### config.mk
export PLATFORM = sky130hd
export DESIGN_NAME = piecewise_linear_table_lookup_core
export DESIGN_NICKNAME = d
export VERILOG_FILES = /design/src/rtl/core/plt_pkg.sv /design/src/rtl/core/piecewise_linear_table_lookup_core.sv /design/src/rtl/core/plt_cell.sv /design/src/rtl/core/plt_div.sv
export SDC_FILE = /design/constraint.sdc
export NUM_CORES = 2
export LEC_CHECK = 0
export BUFFER_PORTS_ARGS = -buffer_cell sky130_fd_sc_hd__buf_2
export CAP_MARGIN = 20
export CORE_MARGIN = 1
export CORE_UTILIZATION = 30
export DETAILED_ROUTE_END_ITERATION = 8
export MAX_ROUTING_LAYER = met4
export SYNTH_ARGS = -nofsm -noshare
export SYNTH_HDL_FRONTEND = slang
export SYNTH_SLANG_ARGS = --single-unit
### constraint.sdc
create_clock -name clk -period 8.8 [get_ports clk]
set_input_delay 1.76 -clock clk [delete_from_list [all_inputs] [get_ports clk]]
set_output_delay 1.76 -clock clk [all_outputs]
set_load 0.02 [all_outputs]
### src/rtl/core/plt_pkg.sv
// shared types and constants for the piecewise linear lookup core
package plt_pkg;

  localparam int X_W = 16;
  localparam int Y_W = 16;

  localparam logic OP_LOAD   = 1'b0;
  localparam logic OP_LOOKUP = 1'b1;

  localparam logic [1:0] OUT_INTERP = 2'd0;
  localparam logic [1:0] OUT_HIT    = 2'd1;
  localparam logic [1:0] OUT_BELOW  = 2'd2;
  localparam logic [1:0] OUT_ABOVE  = 2'd3;

  localparam logic [2:0] REG_ENTRIES = 3'd0;

  typedef struct packed {
    logic                  op;
    logic [3:0]            entry_index;
    logic [X_W-1:0]        entry_x;
    logic signed [Y_W-1:0] entry_y;
    logic [X_W-1:0]        lookup_value;
  } in_word_t;

  typedef struct packed {
    logic signed [Y_W-1:0] result_value;
    logic [1:0]            outcome;
  } out_word_t;

  typedef struct packed {
    logic           en;
    logic [3:0]     idx;
    logic [X_W-1:0] x;
    logic [Y_W-1:0] y;
  } load_t;

  // search token handed from cell to cell
  typedef struct packed {
    logic           valid;
    logic           found;
    logic [1:0]     kind;
    logic [X_W-1:0] val;
    logic [Y_W-1:0] y_res;
    logic [Y_W-1:0] y_right;
    logic [X_W-1:0] a;
    logic [X_W-1:0] d;
    logic [Y_W-1:0] y_top;
  } wave_t;

endpackage

### src/rtl/core/piecewise_linear_table_lookup_core.sv
// top level of the piecewise linear lookup core: cell row, divider, control
// load word: written into its cell at the accepting edge
// lookup word: token walks the whole cell row, registered in each cell, from the top cell down
// exact hit or clamp: result goes from the bottom cell through the DONE state into the output register
// interpolation adds the divider between them: a registered multiply, then a restoring divide
// one lookup in flight; rst_n (sync, active low) sets entries_in_use to 16, table undefined
module piecewise_linear_table_lookup_core import plt_pkg::*; #(
  parameter int TABLE_DEPTH = 16
) (
  input  logic        clk,
  input  logic        rst_n,
  input  logic        in_valid,
  output logic        in_stall,
  input  in_word_t    in_word,
  output logic        out_valid,
  input  logic        out_stall,
  output out_word_t   out_word,
  input  logic        cfg_psel,
  input  logic        cfg_penable,
  input  logic        cfg_pwrite,
  input  logic [2:0]  cfg_paddr,
  input  logic [31:0] cfg_pwdata,
  output logic [31:0] cfg_prdata,
  output logic        cfg_pready
);

  localparam int IW = (TABLE_DEPTH > 1) ? $clog2(TABLE_DEPTH) : 1;

  typedef enum logic [3:0] {
    ST_IDLE   = 4'b0001,
    ST_SEARCH = 4'b0010,
    ST_DIV    = 4'b0100,
    ST_DONE   = 4'b1000
  } state_t;

  state_t         state_r, state_nxt;
  logic [4:0]     entries_r;
  logic [6:0]     cnt;
  logic [IW-1:0]  top_idx;
  load_t          ld;
  wave_t          wave [TABLE_DEPTH+1];
  logic [X_W-1:0] xq [TABLE_DEPTH];
  logic [Y_W-1:0] yq [TABLE_DEPTH];
  logic           in_acc;
  logic           cfg_wr;

  // result side
  logic signed [Y_W-1:0] res_r;
  logic [1:0]            kind_r;
  logic signed [Y_W-1:0] yl_r;
  logic                  neg_r;
  out_word_t             out_r;
  logic                  out_valid_r;

  // divider hookup
  logic                  div_start;
  logic signed [Y_W:0]   dy;
  logic                  dy_neg;
  logic [Y_W:0]          dy_mag;
  logic                  div_done;
  logic [Y_W-1:0]        div_q;
  logic signed [Y_W:0]   interp;
  wave_t                 bot;

  // ---------------- configuration register ----------------
  assign cfg_pready = 1'b1;
  assign cfg_wr     = cfg_psel && cfg_penable && cfg_pwrite;
  assign cfg_prdata = (cfg_paddr == REG_ENTRIES) ? {27'd0, entries_r} : 32'd0;

  always_ff @(posedge clk) begin
    if (!rst_n) begin
      entries_r <= 5'd16;
    end else if (cfg_wr && (cfg_paddr == REG_ENTRIES)) begin
      entries_r <= cfg_pwdata[4:0];
    end
  end

  // zero counts as one entry, anything past the table saturates
  always_comb begin
    cnt = (entries_r == 5'd0) ? 7'd1 : {2'b00, entries_r};
    if (cnt > 7'(TABLE_DEPTH)) begin
      cnt = 7'(TABLE_DEPTH);
    end
  end
  assign top_idx = IW'(cnt - 7'd1);

  // ---------------- input side ----------------
  // next word is taken once the previous lookup has its result parked
  assign in_stall = (state_r != ST_IDLE);
  assign in_acc   = in_valid && !in_stall;

  assign ld.en  = in_acc && (in_word.op == OP_LOAD);
  assign ld.idx = in_word.entry_index;
  assign ld.x   = in_word.entry_x;
  assign ld.y   = in_word.entry_y;

  // token injected at the top cell of the row
  always_comb begin
    wave[TABLE_DEPTH]       = '0;
    wave[TABLE_DEPTH].valid = in_acc && (in_word.op == OP_LOOKUP);
    wave[TABLE_DEPTH].val   = in_word.lookup_value;
  end

  // ---------------- cell row ----------------
  for (genvar k = 0; k < TABLE_DEPTH; k++) begin : g_cell
    logic [X_W-1:0] nx;
    logic [Y_W-1:0] ny;
    if (k == 0) begin : g_bottom
      assign nx = '0;
      assign ny = '0;
    end else begin : g_upper
      assign nx = xq[k-1];
      assign ny = yq[k-1];
    end
    plt_cell #(.K(k), .IW(IW)) u_cell (
      .clk      (clk),
      .rst_n    (rst_n),
      .ld       (ld),
      .top_idx  (top_idx),
      .x_lo     (nx),
      .y_lo     (ny),
      .wave_in  (wave[k+1]),
      .x_q      (xq[k]),
      .y_q      (yq[k]),
      .wave_out (wave[k])
    );
  end

  assign bot = wave[0];

  // ---------------- interpolation ----------------
  // slope sign handled apart so the divider sees magnitudes only
  assign dy        = {bot.y_right[Y_W-1], bot.y_right} - {bot.y_res[Y_W-1], bot.y_res};
  assign dy_neg    = dy[Y_W];
  assign dy_mag    = dy_neg ? (Y_W+1)'(-dy) : dy;
  assign div_start = (state_r == ST_SEARCH) && bot.valid && (bot.kind == OUT_INTERP);

  plt_div u_div (
    .clk   (clk),
    .rst_n (rst_n),
    .start (div_start),
    .mag   (dy_mag[Y_W-1:0]),
    .a     (bot.a),
    .d     (bot.d),
    .done  (div_done),
    .q     (div_q)
  );

  // result stays between the two bracketing y values, so no overflow
  assign interp = neg_r ? ({yl_r[Y_W-1], yl_r} - {1'b0, div_q})
                        : ({yl_r[Y_W-1], yl_r} + {1'b0, div_q});

  // ---------------- sequencer ----------------
  always_comb begin
    state_nxt = state_r;
    case (state_r)
      ST_IDLE: begin
        if (in_acc && (in_word.op == OP_LOOKUP)) state_nxt = ST_SEARCH;
      end
      ST_SEARCH: begin
        if (bot.valid) state_nxt = (bot.kind == OUT_INTERP) ? ST_DIV : ST_DONE;
      end
      ST_DIV: begin
        if (div_done) state_nxt = ST_DONE;
      end
      ST_DONE: begin
        if (!out_valid_r || !out_stall) state_nxt = ST_IDLE;
      end
      default: state_nxt = ST_IDLE;
    endcase
  end

  always_ff @(posedge clk) begin
    if (!rst_n) begin
      state_r <= ST_IDLE;
    end else begin
      state_r <= state_nxt;
    end
  end

  always_ff @(posedge clk) begin
    if ((state_r == ST_SEARCH) && bot.valid) begin
      res_r  <= bot.y_res;
      kind_r <= bot.kind;
      yl_r   <= bot.y_res;
      neg_r  <= dy_neg;
    end
    if ((state_r == ST_DIV) && div_done) begin
      res_r <= interp[Y_W-1:0];
    end
  end

  // ---------------- output register ----------------
  always_ff @(posedge clk) begin
    if (!rst_n) begin
      out_valid_r <= 1'b0;
    end else if ((state_r == ST_DONE) && (!out_valid_r || !out_stall)) begin
      out_valid_r <= 1'b1;
    end else if (out_valid_r && !out_stall) begin
      out_valid_r <= 1'b0;
    end
  end

  always_ff @(posedge clk) begin
    if ((state_r == ST_DONE) && (!out_valid_r || !out_stall)) begin
      out_r.result_value <= res_r;
      out_r.outcome      <= kind_r;
    end
  end

  assign out_valid = out_valid_r;
  assign out_word  = out_r;

`ifndef ASSERT_OFF
  a_state_onehot: assert property (@(posedge clk) disable iff (!rst_n)
    $onehot(state_r)) else $error("sequencer state not one-hot");

  a_lookup_starts: assert property (@(posedge clk) disable iff (!rst_n)
    (in_valid && !in_stall && (in_word.op == OP_LOOKUP)) |=> (state_r == ST_SEARCH))
    else $error("accepted lookup did not start a search");

  a_div_in_div: assert property (@(posedge clk) disable iff (!rst_n)
    div_done |-> (state_r == ST_DIV)) else $error("divider finished outside divide phase");

  a_token_in_search: assert property (@(posedge clk) disable iff (!rst_n)
    bot.valid |-> (state_r == ST_SEARCH)) else $error("search token left row outside search");
`endif

endmodule

### src/rtl/core/plt_cell.sv
// one breakpoint cell: holds an x/y pair and checks the passing search token
module plt_cell import plt_pkg::*; #(
  parameter int K  = 0,
  parameter int IW = 4
) (
  input  logic           clk,
  input  logic           rst_n,
  input  load_t          ld,
  input  logic [IW-1:0]  top_idx,
  input  logic [X_W-1:0] x_lo,
  input  logic [Y_W-1:0] y_lo,
  input  wave_t          wave_in,
  output logic [X_W-1:0] x_q,
  output logic [Y_W-1:0] y_q,
  output wave_t          wave_out
);

  localparam logic [IW-1:0] KI = IW'(K);

  logic [X_W-1:0] x_r;
  logic [Y_W-1:0] y_r;
  wave_t          wave_r;
  wave_t          wave_nxt;
  logic           active;

  assign active = (KI <= top_idx);

  always_comb begin
    wave_nxt = wave_in;
    if (wave_in.valid && active) begin
      if (top_idx == KI) begin
        wave_nxt.y_top = y_r;
      end
      if (!wave_in.found) begin
        if (wave_in.val == x_r) begin
          wave_nxt.found = 1'b1;
          wave_nxt.kind  = OUT_HIT;
          wave_nxt.y_res = y_r;
        end else if ((K != 0) && (wave_in.val < x_r) && (wave_in.val > x_lo)) begin
          wave_nxt.found   = 1'b1;
          wave_nxt.kind    = OUT_INTERP;
          wave_nxt.y_res   = y_lo;
          wave_nxt.y_right = y_r;
          wave_nxt.a       = wave_in.val - x_lo;
          wave_nxt.d       = x_r - x_lo;
        end else if (K == 0) begin
          // nothing bracketed the value: clamp to an end of the table
          wave_nxt.found = 1'b1;
          if (wave_in.val < x_r) begin
            wave_nxt.kind  = OUT_BELOW;
            wave_nxt.y_res = y_r;
          end else begin
            wave_nxt.kind  = OUT_ABOVE;
            wave_nxt.y_res = (top_idx == KI) ? y_r : wave_in.y_top;
          end
        end
      end
    end
  end

  always_ff @(posedge clk) begin
    if (ld.en && (32'(ld.idx) == K)) begin
      x_r <= ld.x;
      y_r <= ld.y;
    end
    wave_r <= wave_nxt;
    if (!rst_n) begin
      wave_r.valid <= 1'b0;
    end
  end

  assign x_q      = x_r;
  assign y_q      = y_r;
  assign wave_out = wave_r;

endmodule

### src/rtl/core/plt_div.sv
// multiply then restoring divide, one quotient bit per cycle
module plt_div import plt_pkg::*; (
  input  logic           clk,
  input  logic           rst_n,
  input  logic           start,
  input  logic [Y_W-1:0] mag,
  input  logic [X_W-1:0] a,
  input  logic [X_W-1:0] d,
  output logic           done,
  output logic [Y_W-1:0] q
);

  localparam int PW = X_W + Y_W;
  localparam int CW = $clog2(Y_W + 1);

  logic [PW-1:0]  prod_r;
  logic [X_W-1:0] d_r;
  logic [X_W-1:0] rem_r;
  logic [Y_W-1:0] low_r;
  logic [Y_W-1:0] q_r;
  logic [CW-1:0]  cnt_r;
  logic           mul_r;
  logic           run_r;
  logic           done_r;
  logic [X_W:0]   trial;
  logic           ge;
  logic [X_W:0]   diff;

  assign trial = {rem_r, low_r[Y_W-1]};
  assign ge    = (trial >= {1'b0, d_r});
  assign diff  = trial - {1'b0, d_r};

  always_ff @(posedge clk) begin
    if (!rst_n) begin
      mul_r  <= 1'b0;
      run_r  <= 1'b0;
      done_r <= 1'b0;
      cnt_r  <= '0;
    end else begin
      done_r <= 1'b0;
      mul_r  <= start;
      if (mul_r) begin
        run_r <= 1'b1;
        cnt_r <= CW'(Y_W);
      end else if (run_r) begin
        cnt_r <= cnt_r - 1'b1;
        if (cnt_r == CW'(1)) begin
          run_r  <= 1'b0;
          done_r <= 1'b1;
        end
      end
    end
  end

  always_ff @(posedge clk) begin
    if (start) begin
      prod_r <= PW'({{X_W{1'b0}}, mag} * {{Y_W{1'b0}}, a});
      d_r    <= d;
    end
    if (mul_r) begin
      rem_r <= prod_r[PW-1:Y_W];
      low_r <= prod_r[Y_W-1:0];
      q_r   <= '0;
    end else if (run_r) begin
      rem_r <= ge ? diff[X_W-1:0] : trial[X_W-1:0];
      low_r <= {low_r[Y_W-2:0], 1'b0};
      q_r   <= {q_r[Y_W-2:0], ge};
    end
  end

  assign done = done_r;
  assign q    = q_r;

endmodule
* Word level (Yosys, flattened, before mapping) *
Cells that the tools add are included.

storage, ports and cells
  bits in registers = 2,246
  word-level logic and storage cells = 596

operators by class
  reductions and logical operators = 76
  eq/ne operators = 56
  multiply operators = 1
  $lt $le $gt $ge = 49
  add/sub/neg operators = 37
  bitwise operators = 5
  multiplexer cells = 179

operators by type and width
  kind                  number
  $mux W64              29
  $mux W80              14
  $mux W16              43
  $mux W48              14
  $sub A16 B16 Y16      32
  $eq A16 B16 Y1        16
  $lt A16 B16 Y1        16
  $gt A16 B16 Y1        15
  $mux W3               58
  $eq A4 B4 Y1 const B  17
  $logic_and A1 B1 Y1   58
  $eq A4 B3 Y1 const B  9
  $le A4 B4 Y1 const A  8
  $mul A16 B16 Y32      1
  $mux W4               6
  $eq A4 B2 Y1 const B  5
  $mux W5               4
  $ge A17 B16 Y1        1
  $sub A16 B16 Y17      1
  $add A16 B16 Y16      1
  $le A3 B4 Y1 const A  4
  $neg A16 Y16          1
  $pmux W4 S4           1
  $eq A4 B1 Y1 const B  3
  other kinds (23)      46

* Logic depth before layout (Yosys ltp) *
  depth in word-level cells = 11
  gate-level depth with buffers = 36
  depth with buffers taken out = 34

* Modules after synthesis *
A second synthesis with hierarchy kept.

second synthesis, totals
  cell total of the unflattened synthesis = 10,496
  area total of the unflattened synthesis = 113,433.8 µm²

modules (own cells, without submodules)
  module                        sequential area each (µm²)  area an instance (µm²)  cells an instance  times used
  plt_div                       2,882.8                     13,390.3                1,397              1
  plt_cell (g_cell[9].u_cell)   2,962.8                     6,598.8                 623                1
  plt_cell (g_cell[4].u_cell)   2,962.8                     6,224.7                 597                1
  plt_cell (g_cell[8].u_cell)   2,962.8                     6,217.2                 601                1
  plt_cell (g_cell[12].u_cell)  2,962.8                     6,168.4                 573                1
  plt_cell (g_cell[1].u_cell)   2,962.8                     6,123.4                 526                1
  plt_cell (g_cell[7].u_cell)   2,962.8                     6,117.1                 528                1
  plt_cell (g_cell[15].u_cell)  2,962.8                     6,107.1                 514                1
  plt_cell (g_cell[5].u_cell)   2,962.8                     6,075.8                 540                1
  plt_cell (g_cell[13].u_cell)  2,962.8                     6,058.3                 526                1
  plt_cell (g_cell[2].u_cell)   2,962.8                     5,962.0                 546                1
  plt_cell (g_cell[3].u_cell)   2,962.8                     5,960.7                 548                1
  plt_cell (g_cell[6].u_cell)   2,962.8                     5,925.7                 546                1
  plt_cell (g_cell[10].u_cell)  2,962.8                     5,916.9                 547                1
  4 more rows                   -                           -                       -                  -

* Worst setup path after synthesis *
Ideal clock, no wire load.

  path type = flip-flop to flip-flop
  start point = register g_cell[0].u_cell.wave_r (netlist bit g_cell[0].u_cell.wave_out[48])
  end point = register u_div.prod_r[28], data pin
  buffers on the path = 1
  setup time = 0.259 ns
  data arrival time = 8.110 ns
  cell stages (with the launch flop) = 33
  period minus slack after synthesis = 8.369 ns
  path slack = 0.431 ns
  path through = dfxtp_1 > inv_1 > ha_1 > fa_1 > nand2b_1 > a211oi_2 > o22ai_2 > a211oi_4 > o221ai_2 > nor4_2 > nor2_1 > xnor2_2 > buf_2 > nand2_1 > fa_1 > fa_1 > fa_1 > inv_1 > fa_1 > fa_1 > inv_1 > fa_1 > inv_1 > ha_1 > a211oi_1 > o21bai_1 > a211oi_1 > o21ai_0 > o41ai_1 > o31ai_1 > a21o_1 > a21oi_1 > xnor2_1

on the way
  word-level cells in the longest chain between the ends = 4

ends and longest elaborated chain
  item                    line                                       text
  start, declared         plt_cell.sv:22                             wave_t wave_r;
  start signal, assigned  plt_cell.sv:66                             wave_r <= wave_nxt;
  $sub A16 B16 Y17 (*)    piecewise_linear_table_lookup_core.sv:133  assign dy = {bot.y_right[Y_W-1], bot.y_right} - {bot.y_res[Y_W-1], bot.y_res};
  $neg A16 Y16            piecewise_linear_table_lookup_core.sv:135  assign dy_mag = dy_neg ? (Y_W+1)'(-dy) : dy;
  $mux W16 (*)            piecewise_linear_table_lookup_core.sv:135
  $mul A16 B16 Y32 (*)    plt_div.sv:57                              prod_r <= PW'({{X_W{1'b0}}, mag} * {{Y_W{1'b0}}, a});
  end signal, assigned    plt_div.sv:57
  end, declared           plt_div.sv:16                              logic [PW-1:0] prod_r;

Mark *: on every way between the ends. The rest lies on a longest branch, timed or not.
A chain may end at the register's enable or synchronous reset.

* Worst setup path after layout *
Ends and elaborated chain as after synthesis.

==> run summary <==
Combinational family with the most area after synthesis -> adder cells
Placed cell areas -> 112000 um^2
Buf/Inv on CP -> 11
Pwr dens -> 203 nW/um^2
Die Span X -> 597 um
CTS Buf Count -> 221
Commonest non-fill, non-tap cell in the layout -> dfxtp_1
CP most frequent cell -> fa_1
Clk_lat worst skew -> 0.87 ns
Critical path endpoint category -> flip-flop
Dpl cells -> 14.4k
Row count -> 218
Cells after Synth -> 9777
H-Tree Depth -> 4
Via count of the first global-routing pass -> 70.6k
VDD IR max -> 0.000186 V
Stages on worst setup path -> 38
CORE AREA -> 353000 um^2
First-pass GRT wire length -> 401000 um
Max-cap check violation count -> 0
Post-synthesis xor/xnor area fraction -> 0.0382
Clock Skew -> 0.0644 ns
TritonCTS clock tree -> done
CP Launch Type -> flip-flop
Peak Freq -> 116 MHz
Synth Warn # -> 0
Gpl congestion -> 0.865
Ports -> 148
Fin. max-slew vios -> 0
Fin crit period -> 8.60 ns
Clk slew on worst S/H paths -> 0.07 ns
Post-Route WL -> 258000 um
DIE AREA -> 357000 um^2
Area contributors post-synth -> dfxtp_1, edfxtp_1, ha_1
Actual slew at the worst max-slew pin -> 1.21 ns
CP Class -> reg -> reg
Most frequent cells in the layout -> dfxtp_1, ha_1, nand2_1
Max incr delay on CP -> 0.56 ns
GRT Total Usage -> 0.145
Worst slack, placed -> -0.280 ns
Largest net degree at the start of global routing -> 81
Critical path arrival -> 9.18 ns
Synth Area in Compound Gates -> 0.132
Synth Register Bits -> 2231
Multi-input gate area -> 51800 um^2
Mean Syn Cell Area -> 10.9 um^2
Hold Vio Cnt, Final -> 0
Share of cells above drive strength 1 -> 0.125
Status -> finished, final reports clean
Power Total -> 0.0245 W
Lkg Pwr -> 50.2 nW
Post-synth cell types -> 103
Yosys top cell by area -> dfxtp_1
Initial antenna violation count -> 16
CP Max Fanout -> 16
CTS max path bufs -> 4
Drt wl/cell -> 17.4 um
Reg2Reg Depth -> 38
Gr ovfl total -> 0
Normalized max-slew margin -> 0.182
Root buf cell -> clkbuf_16
WHS Path Cells -> 0
Slowest-stage cell, CP -> fa_1
Mapped cell area -> 106000 um^2
Ys async rst share -> 0
DR iter-0 viols -> 3738
Total clock sinks -> 2231
Synth top area share -> 0.299
FF+latch area -> 51100 um^2
Area delta synth->final -> 13.4%
Chip height -> 597 um
EDFF count, synth -> 645
Via density -> 4.64
DRC -> 0
Sequential area share after synthesis -> 0.481
Final instance area -> 120000 um^2
Fin crit share -> 0.978
Multiplexer share of the synthesized area -> 0.0622
CTS Hold Bufs -> 0
Fillcell total -> 35.2k
First-pass detailed-route iteration total -> 5
Final setup fails -> 0
Post-synthesis adder-cell area fraction -> 0.146
Synth Area in Simple Gates -> 0.103
Final Util -> 0.342
RSZ-0062 raised after global routing -> true
Worst setup margin -> 0.197 ns
Fin cells -> 14.9k
Routed via count -> 69.1k
Final ANT Viol Nets -> 0
IO Port Bufs -> 92
Layout Nets -> 11.2k
Post-DP HPWL -> 199000 um
Post-synth top flop -> dfxtp_1
Critical path's top delay family -> adder cells
Initial core utilization -> 0.301
Worst Path Required -> 9.38 ns
Hold/Removal Path Class -> reg -> reg
## power by group
group | total, W | switching (W) | internal [W]
logic | 0.00366 | 0.00208 | 0.00158
registers | 0.0112 | 0.000201 | 0.0110
clock network | 0.00960 | 0.00398 | 0.00562
total | 0.0245 | 0.00626 | 0.0182
## worst reg2reg max path: cells and delay by family (launching register included)
kind / cells / cell delay [ns]
AO/OA/AOI/OAI: 11 / 1.79
XOR/XNOR: 2 / 0.32
adder cells (fa/ha/maj): 9 / 3.79
buffers and inverters: 11 / 1.44
flip-flops: 1 / 0.30
AND/OR/NAND/NOR: 5 / 0.69
## registers in the layout (all words and copies together) (netlist names)
register / cells
u_div.done: 1
u_div.mul_r: 1
out_valid: 1
u_div.run_r: 1
g_cell.u_cell.x_q: 256
u_div.d_r: 16
u_div.low_r: 16
yl_r: 16
res_r: 16
state_r: 4
entries_r: 5
u_div.prod_r: 32
neg_r: 1
g_cell.u_cell.wave_out: 1552
kind_r: 2
out_word: 18
u_div.rem_r: 16
g_cell.u_cell.y_q: 256
u_div.q: 16
u_div.cnt_r: 5
## final timing paths
kind | startpoint | endpoint | slack (ns)
setup / recovery | g_cell[0].u_cell.wave_out[48]$_DFF_P_ | u_div.prod_r[28]$_DFFE_PP_ | 0.20
hold / removal | g_cell[1].u_cell.wave_out[34]$_DFF_P_ | g_cell[0].u_cell.wave_out[34]$_DFF_P_ | 0.31
setup reg to reg | g_cell[0].u_cell.wave_out[48]$_DFF_P_ | u_div.prod_r[28]$_DFFE_PP_ | 0.20
hold reg to reg | g_cell[1].u_cell.wave_out[34]$_DFF_P_ | g_cell[0].u_cell.wave_out[34]$_DFF_P_ | 0.31
## cell type report
type / count / share of cell area
Antenna cell: 7 / 0.000145
Tap cell: 4730 / 0.0491
Timing Repair Buffer: 239 / 0.0145
Clock buffer: 332 / 0.0543
Sequential cell: 2231 / 0.424
Clock inverter: 74 / 0.00699
Multi-Input combinational cell: 6581 / 0.430
Inverter: 682 / 0.0212
## cells by family (layout without fill, tap and decap cells)
logic type                 Yosys count  after routing
DFF                               2231           2231
and+or+nand+nor                   2234           2234
muxes                              594            594
buffers and inverters              991           1327
other                                2             35
AOI/OAI and AO/OA                 2161           2161
xor gates and xnor gates           457            457
adders and majority gates         1107           1107
## Yosys cell counts, drive strengths merged (200+ instances only)
master     n
dfxtp   1586
ha       880
inv      682
mux2     532
nor2     453
xnor2    254
edfxtp   645
xor2     203
fa       227
a21oi    408
nand2    760
o21ai    632
a21o     200
## per-stage QoR
| stage | hold slack, ns | TNS, ns |
|---|---|---|
| global placement | 0.310 | -0.370 |
| floorplan | 0.310 | 0 |
| global route | 0.325 | -0.326 |
| finish | 0.314 | 0 |
| CTS | 0.318 | 0 |
| detailed placement | 0.312 | -0.841 |
## what timing repair did
action	in CTS	in global routing
endpoints found under the setup margin	7	8
setup buffers	3	15
gates cloned	0	1
gates resized for setup	6	55
pin swaps	2	41
## layer usage
layer / global-route usage / share of wire
met3: 0.0181 / 0.034
met1: 0.184 / 0.46
met2: 0.241 / 0.47
met4: 0.0415 / 0.030
met5: - / 0
(Power assumes the default switching activity.)
